==> config.mk <==
export PLATFORM = sky130hd
export DESIGN_NAME = tempo_clock_subdivision_ticker
export DESIGN_NICKNAME = d
export VERILOG_FILES = /design/src/hw/rtl/tcst_pkg.sv /design/src/hw/rtl/tempo_clock_subdivision_ticker.sv
export SDC_FILE = /design/constraint.sdc
export NUM_CORES = 1
export LEC_CHECK = 0
export BUFFER_PORTS_ARGS = -buffer_cell sky130_fd_sc_hd__buf_2
export CAP_MARGIN = 20
export CORE_MARGIN = 2
export CORE_UTILIZATION = 44
export DETAILED_ROUTE_END_ITERATION = 7
export PLACE_DENSITY = 0.64
export SLEW_MARGIN = 20
export SYNTH_ARGS = -nofsm -noshare
export SYNTH_HDL_FRONTEND = slang
export SYNTH_SLANG_ARGS = --single-unit
export TNS_END_PERCENT = 10
==> constraint.sdc <==
create_clock -name clk -period 5.55 [get_ports clk]
set_input_delay 1.11 -clock clk [delete_from_list [all_inputs] [get_ports clk]]
set_output_delay 1.11 -clock clk [all_outputs]
set_load 0.01 [all_outputs]
==> src/hw/rtl/tcst_pkg.sv <==
`timescale 1ns / 1ps
`default_nettype none

package tcst_pkg;

    // Field and state widths
    localparam int OPCODE_W   = 3;
    localparam int COUNT_W    = 13;
    localparam int HITS_W     = 13;
    localparam int POS_W      = 48;
    localparam int PERIOD_W   = 34;
    localparam int FRAC_W     = 16;
    localparam int SUM_W      = PERIOD_W + 1;
    localparam int CFG_DATA_W = 64;
    localparam int CFG_ADDR_W = 4;

    // Restoring divider: one quotient bit per cycle over the whole sum
    localparam int DIV_STEPS  = SUM_W;
    localparam int STEP_W     = $clog2(DIV_STEPS);

    localparam logic [PERIOD_W-1:0] PERIOD_RESET = PERIOD_W'(393216000);
    localparam logic [PERIOD_W-1:0] ONE_SAMPLE   = PERIOD_W'(65536);
    localparam logic [HITS_W-1:0]   HITS_MAX     = {HITS_W{1'b1}};

    // Register indexes (byte address / 8)
    localparam logic REG_PERIOD = 1'b0;
    localparam logic REG_SYNC   = 1'b1;

    typedef enum logic [OPCODE_W-1:0] {
        OP_ADVANCE    = 3'd0,
        OP_MIDI_CLOCK = 3'd1,
        OP_MIDI_START = 3'd2,
        OP_MIDI_STOP  = 3'd3,
        OP_MIDI_CONT  = 3'd4,
        OP_START      = 3'd5,
        OP_STOP       = 3'd6,
        OP_RESET      = 3'd7
    } opcode_t;

    typedef enum logic [2:0] {
        ST_IDLE = 3'b001,
        ST_DIV  = 3'b010,
        ST_DONE = 3'b100
    } state_t;

endpackage

`default_nettype wire

==> src/hw/rtl/tempo_clock_subdivision_ticker.sv <==
`timescale 1ns / 1ps
`default_nettype none

// Transport clock with sixteenth and quarter tick detection.
// Event channel: event_valid / event_stall carry opcode and sample_count;
// an item is taken when event_valid is high and event_stall is low.
// Tick channel: tick_valid / tick_stall carry one result item per event.
// Config: APB-style port, 64-bit data; sixteenth_period at 0x0, external_sync
// at 0x8. Write config only while the block is idle.
// Sequencing: an advance event while playing in internal mode runs a bit-serial
// restoring divider over the 35-bit phase sum, one quotient bit per cycle,
// in ST_DIV, then passes through ST_DONE to the output register. Every other
// event goes from accept straight to ST_DONE. The block takes one event at a
// time; event_stall is high while an event is in flight.
// The output register holds one finished item; the next event is accepted
// while it waits. If the receiver stalls, the following finished item waits
// in the block and further events are stalled until the output drains.
// Reset: position, phase and pulse counter clear, transport stops,
// sixteenth_period returns to 393216000 and external sync is off.
module tempo_clock_subdivision_ticker #(
    parameter int MAX_BLOCK_SAMPLES  = 4096,
    parameter int PULSES_PER_QUARTER = 24
) (
    input  wire                                  clk,
    input  wire                                  rst_n,
    // event channel
    input  wire                                  event_valid,
    output logic                                 event_stall,
    input  wire  [tcst_pkg::OPCODE_W-1:0]        opcode,
    input  wire  [tcst_pkg::COUNT_W-1:0]         sample_count,
    // tick channel
    output logic                                 tick_valid,
    input  wire                                  tick_stall,
    output logic [tcst_pkg::HITS_W-1:0]          sixteenth_hits,
    output logic                                 quarter_hit,
    output logic                                 is_playing,
    output logic [tcst_pkg::POS_W-1:0]           position_samples,
    // configuration port
    input  wire                                  psel,
    input  wire                                  penable,
    input  wire                                  pwrite,
    input  wire  [tcst_pkg::CFG_ADDR_W-1:0]      paddr,
    input  wire  [tcst_pkg::CFG_DATA_W-1:0]      pwdata,
    output logic [tcst_pkg::CFG_DATA_W-1:0]      prdata,
    output logic                                 pready
);

    localparam int PULSES_PER_SIXTEENTH = PULSES_PER_QUARTER / 4;
    localparam int PC_W  = $clog2(PULSES_PER_QUARTER + 1);
    localparam int SUB_W = $clog2(PULSES_PER_SIXTEENTH + 1);
    localparam logic [PC_W-1:0]  PPQ_L = PC_W'(PULSES_PER_QUARTER);
    localparam logic [SUB_W-1:0] PPS_L = SUB_W'(PULSES_PER_SIXTEENTH);
    localparam logic [31:0]      MAX_L = 32'(MAX_BLOCK_SAMPLES);

    // Registers
    tcst_pkg::state_t                   state_reg, state_next;
    logic [tcst_pkg::PERIOD_W-1:0]      period_reg, period_next;
    logic                               sync_reg, sync_next;
    logic [tcst_pkg::POS_W-1:0]         pos_reg, pos_next;
    logic [tcst_pkg::PERIOD_W-1:0]      phase_reg, phase_next;
    logic [PC_W-1:0]                    pulse_reg, pulse_next;
    logic [SUB_W-1:0]                   sub_reg, sub_next;
    logic                               running_reg, running_next;
    logic [tcst_pkg::SUM_W-1:0]         div_reg, div_next;
    logic [tcst_pkg::PERIOD_W-1:0]      rem_reg, rem_next;
    logic [tcst_pkg::HITS_W-1:0]        quo_reg, quo_next;
    logic                               ovf_reg, ovf_next;
    logic [tcst_pkg::STEP_W-1:0]        step_reg, step_next;
    logic [tcst_pkg::HITS_W-1:0]        hits_res_reg, hits_res_next;
    logic                               quarter_res_reg, quarter_res_next;
    logic                               out_valid_reg, out_valid_next;
    logic [tcst_pkg::HITS_W-1:0]        out_hits_reg, out_hits_next;
    logic                               out_quarter_reg, out_quarter_next;
    logic                               out_play_reg, out_play_next;
    logic [tcst_pkg::POS_W-1:0]         out_pos_reg, out_pos_next;

    // Combinational helpers
    logic                               accept;
    logic                               cfg_wr;
    logic                               cfg_idx;
    logic                               out_free;
    tcst_pkg::opcode_t                  op;
    logic [tcst_pkg::COUNT_W-1:0]       count_clamped;
    logic [tcst_pkg::PERIOD_W-1:0]      period_eff;
    logic [tcst_pkg::SUM_W-1:0]         sum;
    logic [tcst_pkg::SUM_W-1:0]         trial;
    logic                               trial_ge;
    logic [tcst_pkg::SUM_W-1:0]         trial_diff;
    logic [PC_W-1:0]                    pulse_inc;
    logic [SUB_W-1:0]                   sub_inc;

    assign accept      = event_valid && (state_reg == tcst_pkg::ST_IDLE);
    assign event_stall = (state_reg != tcst_pkg::ST_IDLE);
    assign cfg_wr      = psel && penable && pwrite;
    assign cfg_idx     = paddr[3];
    assign out_free    = !out_valid_reg || !tick_stall;
    assign op          = tcst_pkg::opcode_t'(opcode);
    assign pready      = 1'b1;

    // Read back
    always_comb
    begin
        case (cfg_idx)
            tcst_pkg::REG_PERIOD:
                prdata = {{(tcst_pkg::CFG_DATA_W - tcst_pkg::PERIOD_W){1'b0}}, period_reg};
            tcst_pkg::REG_SYNC:
                prdata = {{(tcst_pkg::CFG_DATA_W - 1){1'b0}}, sync_reg};
            default:
                prdata = '0;
        endcase
    end

    // Advance operands: clamped count, period floored at one sample
    assign count_clamped = (32'(sample_count) > MAX_L) ? MAX_L[tcst_pkg::COUNT_W-1:0]
                                                       : sample_count;
    assign period_eff = (period_reg < tcst_pkg::ONE_SAMPLE) ? tcst_pkg::ONE_SAMPLE
                                                            : period_reg;
    assign sum = {1'b0, phase_reg}
               + {{(tcst_pkg::SUM_W - tcst_pkg::COUNT_W - tcst_pkg::FRAC_W){1'b0}},
                  count_clamped, {tcst_pkg::FRAC_W{1'b0}}};

    // Divider step: shift in next dividend bit, trial subtract
    assign trial      = {rem_reg, div_reg[tcst_pkg::SUM_W-1]};
    assign trial_diff = trial - {1'b0, period_eff};
    assign trial_ge   = (trial >= {1'b0, period_eff});

    // MIDI pulse counters
    assign pulse_inc = pulse_reg + PC_W'(1);
    assign sub_inc   = sub_reg + SUB_W'(1);

    // Sequencer and datapath next state
    always_comb
    begin
        state_next       = state_reg;
        period_next      = period_reg;
        sync_next        = sync_reg;
        pos_next         = pos_reg;
        phase_next       = phase_reg;
        pulse_next       = pulse_reg;
        sub_next         = sub_reg;
        running_next     = running_reg;
        div_next         = div_reg;
        rem_next         = rem_reg;
        quo_next         = quo_reg;
        ovf_next         = ovf_reg;
        step_next        = step_reg;
        hits_res_next    = hits_res_reg;
        quarter_res_next = quarter_res_reg;
        out_valid_next   = out_valid_reg && tick_stall;
        out_hits_next    = out_hits_reg;
        out_quarter_next = out_quarter_reg;
        out_play_next    = out_play_reg;
        out_pos_next     = out_pos_reg;

        // config writes (the user writes only while idle; the block does not enforce it)
        if (cfg_wr)
        begin
            case (cfg_idx)
                tcst_pkg::REG_PERIOD:
                    period_next = pwdata[tcst_pkg::PERIOD_W-1:0];
                tcst_pkg::REG_SYNC:
                begin
                    sync_next = pwdata[0];
                    if (pwdata[0])
                    begin
                        pulse_next = '0;
                        sub_next   = '0;
                    end
                end
                default:
                    sync_next = sync_reg;
            endcase
        end

        case (state_reg)
            tcst_pkg::ST_IDLE:
            begin
                if (accept)
                begin
                    hits_res_next    = '0;
                    quarter_res_next = 1'b0;
                    state_next       = tcst_pkg::ST_DONE;
                    case (op)
                        tcst_pkg::OP_ADVANCE:
                        begin
                            if (running_reg && !sync_reg)
                            begin
                                pos_next   = pos_reg + tcst_pkg::POS_W'(count_clamped);
                                div_next   = sum;
                                rem_next   = '0;
                                quo_next   = '0;
                                ovf_next   = 1'b0;
                                step_next  = '0;
                                state_next = tcst_pkg::ST_DIV;
                            end
                        end
                        tcst_pkg::OP_MIDI_CLOCK:
                        begin
                            if (sync_reg)
                            begin
                                if (pulse_inc >= PPQ_L)
                                begin
                                    pulse_next       = '0;
                                    sub_next         = '0;
                                    quarter_res_next = 1'b1;
                                end
                                else
                                begin
                                    pulse_next = pulse_inc;
                                    if (sub_inc == PPS_L)
                                    begin
                                        sub_next      = '0;
                                        hits_res_next = tcst_pkg::HITS_W'(1);
                                    end
                                    else
                                    begin
                                        sub_next = sub_inc;
                                    end
                                end
                            end
                        end
                        tcst_pkg::OP_MIDI_START:
                        begin
                            if (sync_reg)
                            begin
                                pos_next     = '0;
                                phase_next   = '0;
                                pulse_next   = '0;
                                sub_next     = '0;
                                running_next = 1'b1;
                            end
                        end
                        tcst_pkg::OP_MIDI_STOP:
                        begin
                            if (sync_reg)
                                running_next = 1'b0;
                        end
                        tcst_pkg::OP_MIDI_CONT:
                        begin
                            if (sync_reg)
                                running_next = 1'b1;
                        end
                        tcst_pkg::OP_START:
                            running_next = 1'b1;
                        tcst_pkg::OP_STOP:
                            running_next = 1'b0;
                        default:
                        begin
                            // local reset command
                            pos_next   = '0;
                            phase_next = '0;
                            pulse_next = '0;
                            sub_next   = '0;
                        end
                    endcase
                end
            end

            tcst_pkg::ST_DIV:
            begin
                // one quotient bit per cycle, quotient saturates with a sticky flag
                div_next  = {div_reg[tcst_pkg::SUM_W-2:0], 1'b0};
                rem_next  = trial_ge ? trial_diff[tcst_pkg::PERIOD_W-1:0]
                                     : trial[tcst_pkg::PERIOD_W-1:0];
                quo_next  = {quo_reg[tcst_pkg::HITS_W-2:0], trial_ge};
                ovf_next  = ovf_reg | quo_reg[tcst_pkg::HITS_W-1];
                step_next = step_reg + tcst_pkg::STEP_W'(1);
                if (step_reg == tcst_pkg::STEP_W'(tcst_pkg::DIV_STEPS - 1))
                begin
                    phase_next    = rem_next;
                    hits_res_next = ovf_next ? tcst_pkg::HITS_MAX : quo_next;
                    state_next    = tcst_pkg::ST_DONE;
                end
            end

            tcst_pkg::ST_DONE:
            begin
                if (out_free)
                begin
                    out_valid_next   = 1'b1;
                    out_hits_next    = hits_res_reg;
                    out_quarter_next = quarter_res_reg;
                    out_play_next    = running_reg;
                    out_pos_next     = pos_reg;
                    state_next       = tcst_pkg::ST_IDLE;
                end
            end

            default:
                state_next = tcst_pkg::ST_IDLE;
        endcase
    end

    // Control and state registers
    always_ff @(posedge clk or negedge rst_n)
    begin
        if (!rst_n)
        begin
            state_reg     <= tcst_pkg::ST_IDLE;
            period_reg    <= tcst_pkg::PERIOD_RESET;
            sync_reg      <= 1'b0;
            pos_reg       <= '0;
            phase_reg     <= '0;
            pulse_reg     <= '0;
            sub_reg       <= '0;
            running_reg   <= 1'b0;
            step_reg      <= '0;
            out_valid_reg <= 1'b0;
        end
        else
        begin
            state_reg     <= state_next;
            period_reg    <= period_next;
            sync_reg      <= sync_next;
            pos_reg       <= pos_next;
            phase_reg     <= phase_next;
            pulse_reg     <= pulse_next;
            sub_reg       <= sub_next;
            running_reg   <= running_next;
            step_reg      <= step_next;
            out_valid_reg <= out_valid_next;
        end
    end

    // Payload registers
    always_ff @(posedge clk)
    begin
        div_reg         <= div_next;
        rem_reg         <= rem_next;
        quo_reg         <= quo_next;
        ovf_reg         <= ovf_next;
        hits_res_reg    <= hits_res_next;
        quarter_res_reg <= quarter_res_next;
        out_hits_reg    <= out_hits_next;
        out_quarter_reg <= out_quarter_next;
        out_play_reg    <= out_play_next;
        out_pos_reg     <= out_pos_next;
    end

    assign tick_valid       = out_valid_reg;
    assign sixteenth_hits   = out_hits_reg;
    assign quarter_hit      = out_quarter_reg;
    assign is_playing       = out_play_reg;
    assign position_samples = out_pos_reg;

endmodule

`default_nettype wire
==> flow_metrics.tcl, run 1 <==
set metrics [dict create \
    outcome "complete, no violations" \
    fp.dieArea_um2 37360 \
    final.min_clock_period_ps 4914 \
    post_synth_instance_area_um2 15770 \
    drtPass1Iterations 5 \
    core_region_area_um2 35400 \
    maximum_clock_frequency_ghz 0.2035 \
    cts_resized 0 \
    tightestPinTransition_ps 991.8 \
    initial_core_util_pct 44.54 \
    crit_fanout 20 \
    synthArstFlopShare_pct 45.95 \
    leading_cell_types_by_total_area_after_synthesis "sky130_fd_sc_hd__edfxtp_1, sky130_fd_sc_hd__dfrtp_1, sky130_fd_sc_hd__ha_1" \
    number_of_global_route_vias_before_repair 11050 \
    cts-buffers-inserted 35 \
    synth_seq_cells 296 \
    finalWeightedCongestion 0.8775 \
    grt_max_degree 86 \
    period_share_pct 88.55 \
    layout.cells.most_common_list "sky130_fd_sc_hd__nand2_1, sky130_fd_sc_hd__edfxtp_1, sky130_fd_sc_hd__buf_2, sky130_fd_sc_hd__dfrtp_1, sky130_fd_sc_hd__nor2_1" \
    die_width_um 193.3 \
    synthesis.area_per_instance_um2 10.54 \
    yosysSeqAreaShare_pct 52.12 \
    dr_total_vias 11380 \
    setup_total_negative_slack_ps 0 \
    numPlacedInstances 2060 \
    synth_ff_type "sky130_fd_sc_hd__edfxtp_1" \
    holdWs_ps 415.7 \
    drt_drc_violations_left 0 \
    required_ps 5790 \
    detail_route.wirelength_mm 35.08 \
    clock_sink_count 296 \
    design.portCount 221 \
    clockRootBuffer "sky130_fd_sc_hd__clkbuf_16" \
    synth_edf_count 160 \
    holdBufCountCts 0 \
    unrepaired_setup_endpoints_after_global_routing "false" \
    buffer_ports.inserted 156 \
    synth_top_cell_area_share_pct 30.47 \
    drive_gt1_share_pct 17.73 \
    all_layer_global_routing_usage_pct 18.46 \
    total_of_warnings_raised_by_yosys 0 \
    postSynthCellCount 1496 \
    worstSkewPairLatency_ps 530 \
    ir_worst_vdd_uv 256.8 \
    finish.net_count 1796 \
    drv_cap 0 \
    rows 69 \
    overall_die_height_um 193.3 \
    route.antenna.remaining_nets 0 \
    antenna_violations_before_repair 0 \
    finalHoldViolCount 0 \
    total_leakage_power_nw 7.838 \
    dp.final_hpwl_mm 24.36 \
    setup_slack_on_the_worst_flop_to_flop_path_ps 640 \
    final.setup_skew_ps 29.61 \
    arrival_ps 5160 \
    power.density_cell_area_nw_per_um2 407.1 \
    criticalPathCategory "flop to flop" \
    final-instance-count-excl-fill 2125 \
    setup_viol_count_final 0 \
    ys_types 72 \
    h-tree-depth 2 \
    timing.hold.worst.class "flop to flop" \
    postCtsSetupBuffers 0 \
    synth.largest_area_cell "sky130_fd_sc_hd__edfxtp_1" \
    layout_commonest_cell "sky130_fd_sc_hd__nand2_1" \
    routed_wire_per_std_cell_um 16.51 \
    critical_path.startpoint_type "flop" \
    globalRouteOverflowTotal 0 \
    drt-vias-per-instance 5.353 \
    timing.max_slew.rel_slack_pct 33.44 \
    cts.clk_slew.worst_paths_ps 60 \
    end_kind "flop" \
    diodes 0 \
    ctsLongestPathBuffers 3 \
    drt_iter0_drc 846 \
    tritoncts "done" \
    slew_violations 0 \
    synthToLayoutAreaGrowth_pct 14.77 \
    global_route_wire_length_before_repair_mm 57.31 \
]
==> worst max-delay path, stage by stage, from the launching register on <==
cell                        delay [ps]
sky130_fd_sc_hd__dfstp_2           370
sky130_fd_sc_hd__nor4_1            330
sky130_fd_sc_hd__nand2_1           100
sky130_fd_sc_hd__nor4_1            270
sky130_fd_sc_hd__nand2_1           380
sky130_fd_sc_hd__nand2_1           260
sky130_fd_sc_hd__ha_1              270
sky130_fd_sc_hd__nor2b_1           150
sky130_fd_sc_hd__o2111ai_1         260
sky130_fd_sc_hd__nand3_1           290
sky130_fd_sc_hd__a21o_1            340
sky130_fd_sc_hd__and3_1            310
sky130_fd_sc_hd__o31ai_4           570
sky130_fd_sc_hd__buf_4             370
sky130_fd_sc_hd__mux2i_1           300
sky130_fd_sc_hd__nor2_1             60
==> report_power, final <==
group	total (mW)	internal (mW)	switching, mW
clock	2.40	1.50	0.907
sequential	2.88	2.71	0.162
combinational	2.09	0.815	1.27
total	7.37	5.03	2.34
==> through the flow <==
| step | cell area (µm²) | utilization [%] | power [mW] | worst slack [ps] |
|---|---|---|---|---|
| finish | 18090 | 51.12 | 7.366 | 635.5 |
| detailed placement | 16890 | 47.71 | 5.001 | 691.1 |
| CTS | 18080 | 51.09 | 7.442 | 669.5 |
| global route | 18090 | 51.12 | 7.779 | 242.4 |
| global placement | 16890 | 47.71 | 4.958 | 749.4 |
| floorplan | 15880 | - | 4.414 | 255.7 |
==> routing by layer <==
layer / vias up / routed length [µm] / track usage [%]
met5: - / 0 / 0
met4: 0 / 520 / 3.958
li1: 5595 / - / -
met2: 279 / 15930 / 29.09
met3: 41 / 1920 / 3.382
met1: 5460 / 16700 / 26.69
==> logic make-up (layout without fill, tap and decap cells) <==
group / after synthesis / in the layout / synth area share, %
simple gates: 527 / 527 / 16.36
compound gates: 307 / 307 / 12.56
flops: 296 / 296 / 52.12
buf+inv: 153 / 292 / 4.619
xor+xnor: 80 / 80 / 4.444
fa+ha+maj: 68 / 68 / 5.539
mux: 63 / 63 / 4.309
other cells: 2 / 31 / 0.04763
==> layout make-up <==
| cell class | instances | area, µm² |
|---|---|---|
| fillers | 3221 | 17300 |
| flip-flops and latches | 296 | 8218 |
| multi-input cells | 1076 | 6969 |
| clock buffers | 49 | 959.7 |
| repair buffers | 169 | 913.4 |
| well taps | 461 | 576.8 |
| clock inverters | 15 | 236.5 |
| inverters | 59 | 221.5 |
==> path summary, 6_finish.rpt <==
| kind | cells past startpoint | start | end |
|---|---|---|---|
| max in group asynchronous | 2 | rst_n | period_reg[8] |
| max reg2reg | 15 | period_reg[24] | rem_reg[25] |
| max | 15 | period_reg[24] | rem_reg[25] |
| min reg2reg | 0 | hits_res_reg[7] | sixteenth_hits[7] |
| min in group asynchronous | 1 | rst_n | pos_reg[11] |
| min | 0 | hits_res_reg[7] | sixteenth_hits[7] |
==> synthesized netlist by cell type (6+ instances only) <==
master                     instances
sky130_fd_sc_hd__a211oi_1         15
sky130_fd_sc_hd__xnor2_1          53
sky130_fd_sc_hd__dfrtp_1         128
sky130_fd_sc_hd__inv_1            59
sky130_fd_sc_hd__a32o_1            7
sky130_fd_sc_hd__a21o_1           31
sky130_fd_sc_hd__nor3b_1           8
sky130_fd_sc_hd__o31ai_1          12
sky130_fd_sc_hd__mux2i_1          24
sky130_fd_sc_hd__nor4_1            9
sky130_fd_sc_hd__o21a_1            8
sky130_fd_sc_hd__dfstp_2           8
sky130_fd_sc_hd__or4_1             6
sky130_fd_sc_hd__a22o_1           10
sky130_fd_sc_hd__or2_2            16
sky130_fd_sc_hd__nor3_1           26
sky130_fd_sc_hd__buf_1             7
sky130_fd_sc_hd__o211ai_1          6
sky130_fd_sc_hd__and3_1           18
sky130_fd_sc_hd__xor2_1           27
sky130_fd_sc_hd__a32oi_1           7
sky130_fd_sc_hd__nand2b_1         14
sky130_fd_sc_hd__nand3_1          34
sky130_fd_sc_hd__nand2_1         168
sky130_fd_sc_hd__mux2_2           39
sky130_fd_sc_hd__o21ai_0          87
sky130_fd_sc_hd__buf_4            34
sky130_fd_sc_hd__edfxtp_1        160
sky130_fd_sc_hd__clkbuf_1         47
sky130_fd_sc_hd__or3_1            17
sky130_fd_sc_hd__nor2b_1          35
sky130_fd_sc_hd__and2_1           24
sky130_fd_sc_hd__a21oi_1          75
sky130_fd_sc_hd__nand4_1          16
sky130_fd_sc_hd__nor2_1          118
sky130_fd_sc_hd__a31oi_1           6
sky130_fd_sc_hd__ha_1             65
sky130_fd_sc_hd__and4_1            6
Power figures use the tool's default switching activity.
==> inputs of run 2 (changes only) <==
--- a/config.mk
+++ b/config.mk
@@ -5,12 +5,14 @@
 export SDC_FILE = /design/constraint.sdc
 export NUM_CORES = 1
 export LEC_CHECK = 0
-export BUFFER_PORTS_ARGS = -buffer_cell sky130_fd_sc_hd__buf_2
 export CAP_MARGIN = 20
+export CELL_PAD_IN_SITES_DETAIL_PLACEMENT = 1
+export CELL_PAD_IN_SITES_GLOBAL_PLACEMENT = 1
 export CORE_MARGIN = 2
 export CORE_UTILIZATION = 44
 export DETAILED_ROUTE_END_ITERATION = 7
-export PLACE_DENSITY = 0.64
+export DONT_BUFFER_PORTS = 1
+export PLACE_DENSITY = 0.69
 export SLEW_MARGIN = 20
 export SYNTH_ARGS = -nofsm -noshare
 export SYNTH_HDL_FRONTEND = slang
==> constraint.sdc (replaced) <==
create_clock -name clk -period 5.9 [get_ports clk]
set_input_delay 1.18 -clock clk [delete_from_list [all_inputs] [get_ports clk]]
set_output_delay 1.18 -clock clk [all_outputs]
set_load 0.01 [all_outputs]
==> flow_metrics.tcl, run 2 (same netlist as run 1, synthesis figures left out) <==
set metrics [dict create \
    ir_worst_vdd_uv 264.0 \
    post-layout-total-power_mw 6.711 \
    end_kind "flop" \
    final.min_clock_period_ps 4844 \
    total_leakage_power_nw 7.183 \
    clockRootBuffer "sky130_fd_sc_hd__clkbuf_16" \
    finish.net_count 1639 \
    tightestPinTransition_ps 1094 \
    arrival_ps 5150 \
    overall_die_height_um 193.3 \
    power.density_cell_area_nw_per_um2 389.1 \
    drive_gt1_share_pct 9.356 \
    synthToLayoutAreaGrowth_pct 9.396 \
    drt_iter0_drc 480 \
    drt-vias-per-instance 5.597 \
    globalRouteOverflowTotal 0 \
    initial_core_util_pct 44.54 \
    detail_route.wirelength_mm 37.85 \
    drv_cap 0 \
    postCtsSetupBuffers 0 \
    final_critical_path_setup_slack_ps 1056 \
    fp.dieArea_um2 37360 \
    core_region_area_um2 35400 \
    all_layer_global_routing_usage_pct 20.31 \
    final.setup_skew_ps 15.59 \
    dr_total_vias 11010 \
    period_share_pct 82.11 \
    drt_drc_violations_left 0 \
    cts_resized 0 \
    dp.final_hpwl_mm 26.48 \
    finalWeightedCongestion 0.8433 \
    die_width_um 193.3 \
    design.portCount 221 \
    grt_max_degree 137 \
    number_of_global_route_vias_before_repair 11450 \
    slew_violations 0 \
    ctsLongestPathBuffers 3 \
    num-fill-cells 3840 \
    unrepaired_setup_endpoints_after_global_routing "false" \
    finalHoldViolCount 0 \
    routed_wire_per_std_cell_um 19.23 \
    criticalPathCategory "flop to flop" \
    route.antenna.remaining_nets 0 \
    maximum_clock_frequency_ghz 0.2064 \
    drtPass1Iterations 5 \
    setup_total_negative_slack_ps 0 \
    outcome "complete, no violations" \
    h-tree-depth 2 \
    crit_fanout 16 \
    rows 69 \
    worstSkewPairLatency_ps 550 \
    global_route_wire_length_before_repair_mm 61.79 \
    timing.hold.worst.class "input pin to asynchronous set/reset pin" \
    layout_commonest_cell "sky130_fd_sc_hd__nand2_1" \
    holdBufCountCts 0 \
    required_ps 6200 \
    buffer_ports.inserted 0 \
    critical_path.startpoint_type "flop" \
    antenna_violations_before_repair 0 \
    diodes 0 \
    tritoncts "done" \
    detailedPlace.worstSlack_ps 1024 \
    setup_viol_count_final 0 \
    cts-buffers-inserted 35 \
    layout.cells.most_common_list "sky130_fd_sc_hd__nand2_1, sky130_fd_sc_hd__edfxtp_1, sky130_fd_sc_hd__dfrtp_1, sky130_fd_sc_hd__nor2_1, sky130_fd_sc_hd__o21ai_0" \
    clock_sink_count 296 \
    timing.max_slew.rel_slack_pct 25.15 \
    cts.clk_slew.worst_paths_ps 60 \
]
run 2: cell count changes in the layout (fill, tap and decap cells not counted), moves of 2 or more:
cell	previous run	this run
sky130_fd_sc_hd__buf_6	2	0
sky130_fd_sc_hd__clkinvlp_4	0	2
sky130_fd_sc_hd__clkbuf_1	12	10
sky130_fd_sc_hd__clkbuf_16	36	38
sky130_fd_sc_hd__inv_6	4	0
sky130_fd_sc_hd__clkinv_2	2	7
sky130_fd_sc_hd__buf_2	155	0
sky130_fd_sc_hd__bufinv_16	6	1
run 2: worst max-delay path: stages, from the launching register on:
cell and delay [ps]:
sky130_fd_sc_hd__dfstp_2 370, sky130_fd_sc_hd__nor4_1 310, sky130_fd_sc_hd__nand2_1 120, sky130_fd_sc_hd__nor4_1 260, sky130_fd_sc_hd__nand2_1 440, sky130_fd_sc_hd__and2_1 340
sky130_fd_sc_hd__ha_1 220, sky130_fd_sc_hd__fa_1 410, sky130_fd_sc_hd__nand2b_1 190, sky130_fd_sc_hd__a211oi_1 420, sky130_fd_sc_hd__o211ai_1 310, sky130_fd_sc_hd__a21o_1 280
sky130_fd_sc_hd__a211oi_1 360, sky130_fd_sc_hd__o21ai_0 200, sky130_fd_sc_hd__xnor2_1 180, sky130_fd_sc_hd__o21a_1 190
run 2: per-stage QoR:
stage               area (µm²)  hold slack, ps  instances  util, %
floorplan                15880           400.3       1525        -
global placement         16090           404.0       1903    45.45
detailed placement       16090           405.2       1903    45.45
CTS                      17220           295.3       1967    48.65
global route             17250           305.5       1968    48.73
finish                   17250           326.2       1968    48.73
run 2: final cells by class:
class / instances / area [µm²] / area share, %
clock buffer: 50 / 1016 / 5.890
clock inverter: 14 / 116.4 / 0.6746
inverter: 59 / 221.5 / 1.284
multi-input combinational: 1076 / 6977 / 40.45
sequential: 296 / 8218 / 47.65
tap: 461 / 576.8 / 3.344
timing repair buffer: 12 / 122.6 / 0.7109
run 2: where the power goes:
| part | leakage, nW | switching (mW) | internal, mW |
|---|---|---|---|
| Sequential | 3.29 | 0.206 | 2.56 |
| Combinational | 3.34 | 1.14 | 0.687 |
| Clock | 0.553 | 0.865 | 1.25 |
run 2: worst paths after layout:
path	slack, ps	startpoint	end	cells after the start
setup / recovery	1060	period_reg[24]	rem_reg[30]	15
hold / removal	330	rst_n	phase_reg[8]	0
setup reg to reg	1060	period_reg[24]	rem_reg[30]	15
hold reg to reg	420	hits_res_reg[10]	sixteenth_hits[10]	0
max in group asynchronous	5260	rst_n	state_reg[0]	0
min in group clk	420	hits_res_reg[10]	sixteenth_hits[10]	0
run 2: per-layer routing:
metal / GRT usage, % / wire length (µm) / up-vias
li1: - / - / 5274
met1: 28.25 / 18260 / 5497
met2: 32.33 / 17260 / 189
met3: 3.487 / 1369 / 54
met4: 6.785 / 959 / 0
met5: 0 / 0 / -
==> inputs of run 3 (changes only) <==
--- a/config.mk
+++ b/config.mk
@@ -12,7 +12,7 @@
 export CORE_UTILIZATION = 44
 export DETAILED_ROUTE_END_ITERATION = 7
 export DONT_BUFFER_PORTS = 1
-export PLACE_DENSITY = 0.69
+export PLACE_DENSITY = 0.72
 export SLEW_MARGIN = 20
 export SYNTH_ARGS = -nofsm -noshare
 export SYNTH_HDL_FRONTEND = slang
==> constraint.sdc (replaced) <==
create_clock -name clk -period 4.24 [get_ports clk]
set_input_delay 0.848 -clock clk [delete_from_list [all_inputs] [get_ports clk]]
set_output_delay 0.848 -clock clk [all_outputs]
set_load 0.01 [all_outputs]
==> flow_metrics.tcl, run 3 (same netlist as run 1, synthesis figures left out) <==
set metrics [dict create \
    overall_die_height_um 193.3 \
    worstSkewPairLatency_ps 540 \
    finalWeightedCongestion 0.8303 \
    grt_max_degree 85 \
    design.portCount 221 \
    diodes 0 \
    clockRootBuffer "sky130_fd_sc_hd__clkbuf_16" \
    critical_path.max_stage_delay_ps 380 \
    synthToLayoutAreaGrowth_pct 13.01 \
    critical_path.cell_chain "nor4_4 -> nand2_2 -> nor4_4 -> nand2_2 -> and2_4 -> ha_1 -> fa_2 -> nand2b_4 -> a211oi_2 -> buf_4 -> o211ai_1 -> buf_4 -> a21o_1 -> buf_4 -> a211oi_1 -> a211oi_1 -> buf_4 -> mux2i_2 -> nor2_1" \
    num-fill-cells 3851 \
    detail_route.wirelength_mm 40.85 \
    total_leakage_power_nw 7.487 \
    fp.dieArea_um2 37360 \
    globalRouteOverflowTotal 0 \
    met2_wirelength_mm 19.92 \
    dp.final_hpwl_mm 27.81 \
    power.density_cell_area_nw_per_um2 545.7 \
    clock_sink_count 296 \
    tritoncts "done" \
    highest_signal_layer_in_the_routed_design "met4" \
    all_layer_global_routing_usage_pct 21.52 \
    layout.cells.most_common_list "sky130_fd_sc_hd__nand2_1, sky130_fd_sc_hd__edfxtp_1, sky130_fd_sc_hd__dfrtp_1, sky130_fd_sc_hd__nor2_1, sky130_fd_sc_hd__o21ai_0" \
    critical_path.startpoint_type "flop" \
    layout_commonest_cell "sky130_fd_sc_hd__nand2_1" \
    timing.max_slew.rel_slack_pct 34.14 \
    final_util_pct 50.34 \
    dr_total_vias 11460 \
    arrival_ps 4360 \
    final-instance-count-excl-fill 2020 \
    post-route-cell-area_um2 17820 \
    buffer_ports.inserted 0 \
    maximum_clock_frequency_ghz 0.2441 \
    routed_wire_per_std_cell_um 20.22 \
    cts.clk_slew.worst_paths_ps 60 \
    h-tree-depth 2 \
    global_route_wire_length_before_repair_mm 65.10 \
    drv_cap 0 \
    finish.net_count 1692 \
    drt_iter0_drc 525 \
    post-layout-total-power_mw 9.723 \
    final.setup_skew_ps 29.32 \
    crit_fanout 4 \
    drt_drc_violations_left 0 \
    number_of_global_route_vias_before_repair 12040 \
    slew_violations 0 \
    ir_worst_vdd_uv 372.3 \
    drtPass1Iterations 6 \
    setup_viol_count_final 0 \
    unrepaired_setup_endpoints_after_global_routing "false" \
    final.min_clock_period_ps 4096 \
    timing.hold.worst.class "input pin to asynchronous set/reset pin" \
    drt-vias-per-instance 5.671 \
    numPlacedInstances 1950 \
    antenna_violations_before_repair 1 \
    drive_gt1_share_pct 13.66 \
    required_ps 4510 \
    outcome "complete, no violations" \
    rows 69 \
    place_area_um2 16460 \
    route.antenna.remaining_nets 0 \
    ctsLongestPathBuffers 3 \
    die_width_um 193.3 \
    end_kind "flop" \
    critPathMostFrequentCell "sky130_fd_sc_hd__buf_4" \
    period_share_pct 96.60 \
    tightestPinTransition_ps 984.6 \
    holdWs_ps 149.2 \
    cts-buffers-inserted 35 \
    finalHoldViolCount 0 \
    wirelength_met1_mm 18.28 \
    criticalPathCategory "flop to flop" \
    cp_slowest_cell "sky130_fd_sc_hd__dfstp_2" \
    wl_met3_mm 1.823 \
    worst_setup_path_startpoint "period_reg[24]" \
    initial_core_util_pct 44.54 \
    crit-reg2reg-launch "period_reg[24]" \
    core_region_area_um2 35400 \
]
## run 3: what timing repair did
| item | CTS | global route |
|---|---|---|
| resized for setup | 1 | 26 |
| cloned | 0 | 1 |
| setup endpoints to repair | 11 | 68 |
| endpoints found under the hold margin | 84 | 0 |
| setup buffers | 0 | 3 |
| hold buffers | 3 | 0 |
| pin swaps | 0 | 7 |
## run 3: path summary, 6_finish.rpt
path,endpoint,slack [ps],cells past startpoint
max,rem_reg[32],140,19
min,period_reg[28],150,0
max reg2reg,rem_reg[32],140,19
min reg2reg,sixteenth_hits[5],420,0
max in group asynchronous,pos_reg[26],2700,1
min in group clk,running_reg,420,1
## run 3: where the power goes
group	internal, mW	switching, mW
Combinational	1.19	1.72
Clock	1.74	1.20
Sequential	3.56	0.312
Total	6.49	3.23
## run 3: area by class of cell
class                   instances  area, µm²  area share [%]
well taps                     461      576.8           3.237
clock inverters                13      90.09          0.5056
multi-input cells            1076       7106           39.88
clock buffers                  50       1025           5.751
inverters                      59      221.5           1.243
repair buffers                 65      581.8           3.265
flip-flops and latches        296       8218           46.12
## run 3: stage by stage
| stage | worst slack (ps) | setup TNS, ps |
|---|---|---|
| floorplan | -112.5 | -7089 |
| global placement | -36.11 | -135.6 |
| detailed placement | -58.20 | -195.0 |
| CTS | 13.73 | 0 |
| global route | 4.465 | 0 |
| finish | 144.1 | 0 |
## run 3: routing by layer
layer	vias to the layer above	global-route usage [%]
met1	5777	28.05
li1	5373	-
met4	0	5.711
met3	59	4.358
met2	246	36.61
met5	-	0
## run 3: critical path: cells and delay by family (launching register included)
family,cells,cell delay (ps)
AND/OR/NAND/NOR,7,1270
AO/OA/AOI/OAI,5,780
buffers and inverters,4,630
multiplexers,1,190
flip-flops,1,380
adder cells (fa/ha/maj),2,570
